[config.mk]
export PLATFORM = sky130hd
export DESIGN_NAME = pin_permission_table
export DESIGN_NICKNAME = d
export VERILOG_FILES = /design/src/rtl/core/ppt_pkg.sv /design/src/rtl/core/ppt_store.sv /design/src/rtl/core/ppt_ctrl.sv /design/src/rtl/core/pin_permission_table.sv
export SDC_FILE = /design/constraint.sdc
export NUM_CORES = 1
export LEC_CHECK = 0
export BUFFER_PORTS_ARGS = -buffer_cell sky130_fd_sc_hd__buf_2
export CAP_MARGIN = 20
export CORE_MARGIN = 5
export CORE_UTILIZATION = 40
export CTS_CLUSTER_DIAMETER = 80
export CTS_CLUSTER_SIZE = 25
export DETAILED_ROUTE_END_ITERATION = 16
export PLACE_DENSITY = 0.64
export SETUP_SLACK_MARGIN = 0.2
export SYNTH_ARGS = -nofsm -noshare
export SYNTH_HDL_FRONTEND = slang
export SYNTH_SLANG_ARGS = --single-unit
[constraint.sdc]
create_clock -name clk -period 6.4 [get_ports clk]
set_input_delay 1.28 -clock clk [delete_from_list [all_inputs] [get_ports clk]]
set_output_delay 1.28 -clock clk [all_outputs]
set_load 0.02 [all_outputs]
[src/rtl/core/ppt_pkg.sv]
// Shared constants, types and reset contents for the pin permission table.
package ppt_pkg;

  localparam int MAX_ENTRIES   = 16;
  localparam int IDX_W         = $clog2(MAX_ENTRIES);
  localparam int CNT_W         = $clog2(MAX_ENTRIES + 1);
  localparam int PIN_W         = 8;
  localparam int ENTRY_W       = 5;
  localparam int DEFAULT_COUNT = 5;

  localparam logic [PIN_W-1:0] DEFAULT_PINS [DEFAULT_COUNT] =
    '{8'd10, 8'd11, 8'd12, 8'd14, 8'd15};

  typedef enum logic [1:0] {
    OP_CHECK = 2'd0,
    OP_ALLOW = 2'd1,
    OP_DENY  = 2'd2,
    OP_QUERY = 2'd3
  } op_t;

  typedef enum logic [1:0] {
    ST_OK       = 2'd0,
    ST_UNLISTED = 2'd1,
    ST_FULL     = 2'd2,
    ST_DENIED   = 2'd3
  } status_t;

  typedef enum logic [1:0] {
    ACT_SET_LEVEL = 2'd0,
    ACT_GET_LEVEL = 2'd1,
    ACT_SET_DIR   = 2'd2,
    ACT_OTHER     = 2'd3
  } action_t;

  typedef enum logic [1:0] {
    S_IDLE = 2'd0,
    S_SCAN = 2'd1,
    S_MOVE = 2'd2
  } state_t;

  // Write request from the sequencer to the table store.
  typedef struct packed {
    logic             we;
    logic [IDX_W-1:0] waddr;
    logic [PIN_W-1:0] wdata;
    logic             cnt_inc;
    logic             cnt_dec;
  } wr_req_t;

endpackage

[src/rtl/core/ppt_store.sv]
// Pin table registers and listed-entry count with one read and one write port.
module ppt_store (
  input  logic                            clk,
  input  logic                            rst_n,
  input  logic [ppt_pkg::IDX_W-1:0]       rd_addr,
  output logic [ppt_pkg::PIN_W-1:0]       rd_data,
  input  ppt_pkg::wr_req_t                wr_req,
  output logic [ppt_pkg::CNT_W-1:0]       count
);
  import ppt_pkg::*;

  logic [PIN_W-1:0] table_r [MAX_ENTRIES];
  logic [CNT_W-1:0] count_r;

  always_ff @(posedge clk) begin
    if (!rst_n) begin
      for (int i = 0; i < DEFAULT_COUNT; i++) begin
        table_r[i] <= DEFAULT_PINS[i];
      end
      for (int i = DEFAULT_COUNT; i < MAX_ENTRIES; i++) begin
        table_r[i] <= '0;
      end
    end else if (wr_req.we) begin
      table_r[wr_req.waddr] <= wr_req.wdata;
    end
  end

  always_ff @(posedge clk) begin
    if (!rst_n) begin
      count_r <= CNT_W'(DEFAULT_COUNT);
    end else if (wr_req.cnt_inc) begin
      count_r <= count_r + CNT_W'(1);
    end else if (wr_req.cnt_dec) begin
      count_r <= count_r - CNT_W'(1);
    end
  end

  assign rd_data = table_r[rd_addr];
  assign count   = count_r;

endmodule

[src/rtl/core/ppt_ctrl.sv]
// Request sequencer: linear scan with a shared pin comparator, then the update step.
module ppt_ctrl (
  input  logic                            clk,
  input  logic                            rst_n,
  input  logic                            start,
  input  logic [1:0]                      op,
  input  logic [ppt_pkg::PIN_W-1:0]       pin,
  input  logic [1:0]                      action,
  input  logic [ppt_pkg::PIN_W-1:0]       rd_data,
  input  logic [ppt_pkg::CNT_W-1:0]       count,
  output logic                            busy,
  output logic [ppt_pkg::IDX_W-1:0]       rd_addr,
  output ppt_pkg::wr_req_t                wr_req,
  output logic                            done,
  output ppt_pkg::status_t                status
);
  import ppt_pkg::*;

  state_t           state_r, state_nxt;
  logic [CNT_W-1:0] idx_r, idx_nxt;
  logic [IDX_W-1:0] pos_r, pos_nxt;
  op_t              op_r;
  logic [PIN_W-1:0] pin_r;
  action_t          act_r;

  logic             accept;
  logic             scan_end;
  logic             hit;
  logic [CNT_W-1:0] last_idx;

  assign accept   = start && (state_r == S_IDLE);
  assign scan_end = (idx_r >= count);
  assign hit      = !scan_end && (rd_data == pin_r);
  assign last_idx = count - CNT_W'(1);
  assign busy     = (state_r != S_IDLE);

  // Next state
  always_comb begin
    state_nxt = state_r;
    idx_nxt   = idx_r;
    pos_nxt   = pos_r;
    unique case (state_r)
      S_IDLE: begin
        if (start) begin
          state_nxt = S_SCAN;
          idx_nxt   = '0;
        end
      end
      S_SCAN: begin
        if (hit) begin
          pos_nxt   = idx_r[IDX_W-1:0];
          state_nxt = (op_r == OP_DENY) ? S_MOVE : S_IDLE;
        end else if (scan_end) begin
          state_nxt = S_IDLE;
        end else begin
          idx_nxt = idx_r + CNT_W'(1);
        end
      end
      S_MOVE: begin
        state_nxt = S_IDLE;
      end
      default: state_nxt = S_IDLE;
    endcase
  end

  // Outputs
  always_comb begin
    rd_addr = idx_r[IDX_W-1:0];
    wr_req  = '0;
    done    = 1'b0;
    status  = ST_OK;
    unique case (state_r)
      S_IDLE: begin
      end
      S_SCAN: begin
        if (hit) begin
          done = (op_r != OP_DENY);
          if (op_r == OP_CHECK && act_r == ACT_OTHER) status = ST_DENIED;
        end else if (scan_end) begin
          done = 1'b1;
          unique case (op_r)
            OP_ALLOW: begin
              if (count >= CNT_W'(MAX_ENTRIES)) begin
                status = ST_FULL;
              end else begin
                wr_req.we      = 1'b1;
                wr_req.waddr   = count[IDX_W-1:0];
                wr_req.wdata   = pin_r;
                wr_req.cnt_inc = 1'b1;
              end
            end
            OP_CHECK, OP_DENY, OP_QUERY: status = ST_UNLISTED;
            default: status = ST_UNLISTED;
          endcase
        end
      end
      S_MOVE: begin
        // Fill the hole with the last entry and shrink the list.
        rd_addr        = last_idx[IDX_W-1:0];
        wr_req.we      = 1'b1;
        wr_req.waddr   = pos_r;
        wr_req.wdata   = rd_data;
        wr_req.cnt_dec = 1'b1;
        done           = 1'b1;
      end
      default: begin
      end
    endcase
  end

  always_ff @(posedge clk) begin
    if (!rst_n) begin
      state_r <= S_IDLE;
      idx_r   <= '0;
      pos_r   <= '0;
    end else begin
      state_r <= state_nxt;
      idx_r   <= idx_nxt;
      pos_r   <= pos_nxt;
    end
  end

  always_ff @(posedge clk) begin
    if (accept) begin
      op_r  <= op_t'(op);
      pin_r <= pin;
      act_r <= action_t'(action);
    end
  end

`ifndef NO_ASSERTIONS
  a_accept_scans: assert property (@(posedge clk) disable iff (!rst_n)
    accept |=> state_r == S_SCAN)
    else $error("accepted request did not enter scan");
  a_move_after_hit: assert property (@(posedge clk) disable iff (!rst_n)
    state_r == S_MOVE |-> $past(state_r == S_SCAN) && $past(op_r == OP_DENY))
    else $error("move step not preceded by a deny hit");
  a_done_to_idle: assert property (@(posedge clk) disable iff (!rst_n)
    done |=> state_r == S_IDLE)
    else $error("sequencer did not return to idle after completion");
  a_count_bound: assert property (@(posedge clk) disable iff (!rst_n)
    count <= CNT_W'(MAX_ENTRIES))
    else $error("listed count exceeds table size");
`endif

endmodule

[src/rtl/core/pin_permission_table.sv]
// Top level of the pin permission table: ports, sequencer, table store and result register.
//
// Keeps an unordered whitelist of up to MAX_ENTRIES pin numbers (16 here)
// and answers one request per transfer: check, allow (insert), deny (remove,
// the last entry fills the hole) or membership query. After reset the list
// holds pins 10, 11, 12, 14 and 15. A request is taken when start is high
// and busy is low; busy then stays high while the sequencer scans the list
// one entry per cycle through a single shared pin comparator. It stops at
// the first match or after the last listed entry; a successful deny then
// adds a move step that copies the last entry into the hole. The result
// appears on out_status and out_entry_count, marked by out_valid high for
// exactly one cycle; the receiver cannot stall it, so capture it on that
// cycle. out_entry_count is the number of listed pins after the request,
// low five bits. A new request may start in the cycle the result is
// shown.
module pin_permission_table (
  input  logic                              clk,
  input  logic                              rst_n,
  input  logic                              start,
  output logic                              busy,
  input  logic [1:0]                        in_operation,
  input  logic [ppt_pkg::PIN_W-1:0]         in_pin,
  input  logic [1:0]                        in_action_code,
  output logic                              out_valid,
  output logic [1:0]                        out_status,
  output logic [ppt_pkg::ENTRY_W-1:0]       out_entry_count
);
  import ppt_pkg::*;

  logic [IDX_W-1:0] rd_addr;
  logic [PIN_W-1:0] rd_data;
  logic [CNT_W-1:0] count;
  wr_req_t          wr_req;
  logic             done;
  status_t          status;

  logic             out_valid_r;
  status_t          out_status_r;

  // Sequencer: scan, compare, decide the update
  ppt_ctrl u_ctrl (
    .clk     (clk),
    .rst_n   (rst_n),
    .start   (start),
    .op      (in_operation),
    .pin     (in_pin),
    .action  (in_action_code),
    .rd_data (rd_data),
    .count   (count),
    .busy    (busy),
    .rd_addr (rd_addr),
    .wr_req  (wr_req),
    .done    (done),
    .status  (status)
  );

  // Table contents and listed count
  ppt_store u_store (
    .clk     (clk),
    .rst_n   (rst_n),
    .rd_addr (rd_addr),
    .rd_data (rd_data),
    .wr_req  (wr_req),
    .count   (count)
  );

  // Register the result strobe and status; the count register has already taken
  // its new value at the same edge and cannot move again before the next
  // request finishes its scan.
  always_ff @(posedge clk) begin
    if (!rst_n) begin
      out_valid_r <= 1'b0;
    end else begin
      out_valid_r <= done;
    end
  end

  always_ff @(posedge clk) begin
    if (done) begin
      out_status_r <= status;
    end
  end

  assign out_valid       = out_valid_r;
  assign out_status      = out_status_r;
  assign out_entry_count = ENTRY_W'(count);

endmodule

Word-level counts from Yosys, hierarchy flattened:

Memory sizes are Yosys's and may differ from the RTL's.
Cells that the tools add are included.

* bits in writable memories: 128
* memories: 1
* memory bits (read-only): 0
* word-level logic and storage cells: 75
* register bits: 31
* latch bits: 0
* input bits: 15

* divide/modulo/power cells: 0
* add/subtract/negate cells: 3
* multiplexer cells: 34
* shift operators: 0
* multiply operators: 0
* eq/ne operators: 12
* reductions and logical operators: 14
* order comparisons: 2
* bitwise operators: 0

Memory list
* u_store.table_r: words 16, bits a word 8, read ports 1, clocked after Yosys merged registers in 0, write ports 16, line ppt_store.sv:12 `logic [PIN_W-1:0] table_r [MAX_ENTRIES];`

Operator list (count)
* two-way mux 14 bit: 4
* one-hot mux 13 bit (2 select lines): 1
* two-way mux 5 bit: 5
* two-way mux 2 bit: 8
* adder 5 x 1 -> 5 bit (second input constant): 2
* one-hot mux 5 bit (2 select lines): 1
* two-way mux 1 bit: 9
* equality test 2 bit (second input constant): 4
* equality test 8 bit: 1
* two-way mux 4 bit: 2
* two-way mux 8 bit: 1
* != test 2 bit (second input constant): 4
* one-hot mux 2 bit (2 select lines): 2
* OR reduction 8 bit: 1
* nonzero test 2 bit: 3
* greater-or-equal comparator 5 bit: 1
* greater-or-equal comparator 5 bit (second input constant): 1
* subtractor 5 x 1 -> 5 bit (second input constant): 1
* equality test 2 x 1 -> 1 bit (second input constant): 2
* logical NOT 2 bit: 2
* AND reduction 2 bit: 2
* AND reduction 4 bit: 1
* logical AND 1 bit: 3
* != test 3 x 1 -> 1 bit (second input constant): 1
* 3 further kinds: 3

Logic depth before layout (Yosys ltp):

An unclocked memory read counts as a cell.

* depth after elaboration: 12
* depth in mapped cells: 19

Modules after synthesis:

From an unflattened synthesis, not the netlist that was laid out.

* cells, all modules: 584
* area total of the unflattened synthesis: 7985.2 µm²

By module, submodules not included
* ppt_store: area an instance 6301.0 µm², cells each 415, sequential area each 3943.8 µm², instances 1
* ppt_ctrl: area an instance 1597.8 µm², cells each 165, sequential area each 580.6 µm², instances 1
* pin_permission_table: area an instance 86.3 µm², cells each 4, sequential area each 80.1 µm², instances 1

Least setup slack after synthesis:

OpenSTA, ideal clock, no wires.

* path type: register -> register
* from: register u_ctrl.idx_r[0]
* to: memory u_store.table_r[0][0], enable pin
* cell stages (with the launch flop): 19
* arrival time: 4.122 ns
* path slack: 1.948 ns
* cell sequence: dfxtp_1 buf_2 clkbuf_1 buf_2 clkbuf_1 inv_1 ha_1 nand2b_1 a21oi_1 nor2b_1 o21ai_1 a2111oi_2 and2_1 clkbuf_1 nor2_1 or3_1 a21oi_1 nand2_1 nand2_1

RTL lines
* from (decl): line ppt_ctrl.sv:20 `logic [CNT_W-1:0] idx_r, idx_nxt;`
* from (signal assigned): line ppt_ctrl.sv:118 `idx_r <= idx_nxt;`
* to (decl): line ppt_store.sv:12

Final worst setup path:

* from: register u_store.count_r[0], in the netlist u_store.count[0]
* to: register out_status_r[1], in the netlist out_status[1], data pin

* cells in the longest elaborated chain, start to end: 6
* elaborated cells between the ends (all ways): 12
* classes of those cells: 1 x add/sub; 2 x order compare; 1 x eq/ne; 5 x mux; 2 x reduce/logical; 1 x memory

Ends and longest elaborated chain
* from (decl): line ppt_store.sv:13 `logic [CNT_W-1:0] count_r;`
* from (signal assigned): line ppt_store.sv:30 `count_r <= CNT_W'(DEFAULT_COUNT);`
* from (signal assigned): line ppt_store.sv:32 `count_r <= count_r + CNT_W'(1);`
* from (signal assigned): line ppt_store.sv:34 `count_r <= count_r - CNT_W'(1);`
* subtractor 5 x 1 -> 5 bit
* two-way mux 4 bit: line ppt_ctrl.sv:72 `unique case (state_r)`
* memory (16 x 8 bit)
* equality test 8 bit: line ppt_ctrl.sv:33 `assign hit = !scan_end && (rd_data == pin_r);`
* logical AND 1 bit: line ppt_ctrl.sv:33
* two-way mux 2 bit *: line ppt_ctrl.sv:76 `if (hit) begin`
* to (signal assigned): line pin_permission_table.sv:80 `out_status_r <= status;`
* to (decl): line pin_permission_table.sv:38 `status_t out_status_r;`

Mark *: on every way between the ends. The rest lies on a longest branch, timed or not.
A chain may end at the register's enable or synchronous reset.

==> results.cfg <==
[worst_setup_path]
start_kind = flip-flop
critPathKind = reg2reg
crit_fanout = 26
crit_required_ps = 6680
arrival_ps = 5230
worstSetupEndpointType = flip-flop
ff2ff_path_depth = 14

[cells_and_area]
area_delta_synth_final_pct = 10.3
nets = 837
final_cells = 1094
n_antenna_cell = 0
fin_area_um2 = 9040
postLayoutCoreUtil = 0.447
drive_above_1_share = 0.0971

[floorplan]
start_util = 0.405
die_y_um = 153
die_area_um2 = 23400
io_pins = 24
std_cell_rows = 52
fp.dieW_um = 153
core_um2 = 20200

[placed_design]
dp_cells = 1062
place_area_um2 = 8470
dpl.hpwl_mm = 14.9
portBuffers = 23
gp_congestion = 0.880

[power_and_ir_drop]
ir_drop_mv = 0.165
power_density_nw_per_um2 = 255
p_leak_nw = 2.96

[sta]
fin_crit_sh = 0.774
max_slew_margin = 0.341
finClkSkew_ps = 11.1
hold_slack_ps = 492
tightest_slew_ps = 987
post-route-min-period_ps = 4950
max_freq_mhz = 202
rsz0062_at_grt = no
maxSlewViolCount = 0
report.final.hold_viol_count = 0
setup_tns_ps = 0
finalSetupViolCount = 0

[drt]
first_iter_violations = 742
ant_nets = 0
wl_per_cell_um = 20.7
drc_errors = 0
vias = 6252
viasPerCell = 5.71
wl_mm = 22.6
drtPass1Iterations = 6

[yosys]
synth_cells = 811
synth_edf_count = 142
syn_avg_cell_area_um2 = 10.1
netlist_area_um2 = 8190
synth_cell_type_count = 64
synth-seq-cells = 159
yosysWarnings = 0
async_reset_ff_frac = 0
synth_flop_cell = edfxtp_1
yosysSeqAreaShare = 0.562
synthesis.nets = 837

[global_routing]
grt_usage = 0.193
grt_pass1_vias = 5751
grt_max_degree = 55
antenna_found_initial = 0
grt_pass1_wl_mm = 34.9
grt_overflow = 0

[cts]
cts_buffers = 17
clk_latency_ps = 430
clk_pin_slew_ps = 60
cts_buffer_depth = 2
cts_setup_buffers = 0
root_buffer = clkbuf_16
htree_levels = 4
cts_tree = built
clock-sinks = 159
cts_resized = 0
ctsHoldBuffers = 0

[worst_hold_path]
whs_path_depth = 2
hold_path.class = reg2reg

[status]
outcome = completed

[flow_run]
cap_violations = 0
==> cell usage after synthesis, drive strengths merged (5+ instances only) <==
cell type,n,area share
edfxtp,142,0.52
a21oi,86,0.054
o211ai,5,0.0046
nor4,8,0.0061
or3,7,0.0066
mux2,7,0.0096
and2,7,0.0053
dfxtp,17,0.042
ha,11,0.017
nand2b,24,0.019
mux2i,21,0.026
nor2,140,0.066
inv,13,0.0063
a22oi,24,0.022
o21ai,14,0.0086
nand3,8,0.0049
nand2,133,0.062
buf,21,0.017
clkbuf,27,0.012
xnor2,10,0.011
a22o,9,0.0096
o22ai,23,0.018
nor2b,9,0.0069
==> power breakdown <==
| part | internal, mW | switching (mW) | total, mW |
|---|---|---|---|
| registers | 1.16 | 0.0207 | 1.18 |
| logic | 0.0400 | 0.0842 | 0.124 |
| clock network | 0.577 | 0.420 | 0.997 |
==> registers in the layout (all words and copies together), names as in the netlist <==
signal and count:
u_ctrl.op_r 2, u_ctrl.act_r 2, u_ctrl.state_r 2, out_valid 1
u_ctrl.pos_r 4, u_store.count 5, u_store.table_r 128, u_ctrl.idx_r 5
out_status 2, u_ctrl.pin_r 8
==> area by class of cell <==
| cell class | instances | area (µm²) |
|---|---|---|
| fillers | 1853 | 11200 |
| well taps | 270 | 338 |
| flip-flops and latches | 159 | 4610 |
| clock inverters | 12 | 136 |
| clock buffers | 20 | 437 |
| inverters | 13 | 51.3 |
| multi-input cells | 591 | 3310 |
| repair buffers | 29 | 160 |
==> metrics by stage <==
| step | power [mW] | setup WS [ps] |
|---|---|---|
| 6_report | 2.30 | 1450 |
| 4_1_cts | 2.31 | 1490 |
| 2_1_floorplan | 1.28 | 1950 |
| 5_1_grt | 2.38 | 1150 |
| 3_5_place_dp | 1.33 | 1500 |
| 3_3_place_gp | 1.32 | 1610 |
==> worst max-delay path: stages, from the launching register on <==
cell	delay, ps
dfxtp_1	920
inv_2	70
ha_1	380
and2_1	170
buf_4	230
nor2_4	490
mux2i_1	170
mux2_1	320
o32ai_1	220
a211oi_2	100
mux2i_1	140
or4_4	550
or3_4	480
or3_4	400
o21ai_1	130
==> layer usage <==
metal,GRT usage,part of all wire,up-vias
li1,-,-,2915
met1,0.285,0.45,3017
met2,0.285,0.45,284
met3,0.0387,0.079,36
met4,0.0683,0.027,0
met5,0,0,-
==> placed cells by master (no fill, tap or decap), types with 7 or more instances in the layout <==
cell type	netlist	final
clkbuf_16	0	17
nor2b_1	9	9
nor2_1	138	138
nand3_1	8	8
xnor2_1	10	10
edfxtp_1	142	142
o22ai_1	23	23
inv_1	11	11
and2_1	7	7
a22oi_1	24	24
nand2_1	132	132
buf_2	11	23
nand2b_1	23	23
mux2i_1	21	20
nor4_1	8	8
a22o_1	9	9
a21oi_1	85	85
o21ai_0	11	11
dfxtp_1	17	16
ha_1	11	11
==> final timing paths <==
path | start | endpoint | slack, ps
worst max-delay path | u_store.count[0] | out_status[1] | 1450
worst min-delay path | u_ctrl.idx_r[4] | u_ctrl.idx_r[4] | 490
worst max register to register | u_store.count[0] | out_status[1] | 1450
worst min register to register | u_ctrl.idx_r[4] | u_ctrl.idx_r[4] | 490
==> kinds of logic (layout without fill, tap and decap cells) <==
kind of cell | Yosys count | after routing | synth area share
flip-flops | 159 | 159 | 0.562
adder cells (fa/ha/maj) | 11 | 11 | 0.0168
multiplexers | 28 | 28 | 0.0353
buffers and inverters | 61 | 74 | 0.0354
AO/OA/AOI/OAI | 189 | 189 | 0.147
XOR/XNOR | 11 | 11 | 0.0118
AND/OR/NAND/NOR | 352 | 352 | 0.192
No activity file was read; power rests on OpenSTA's default activity.
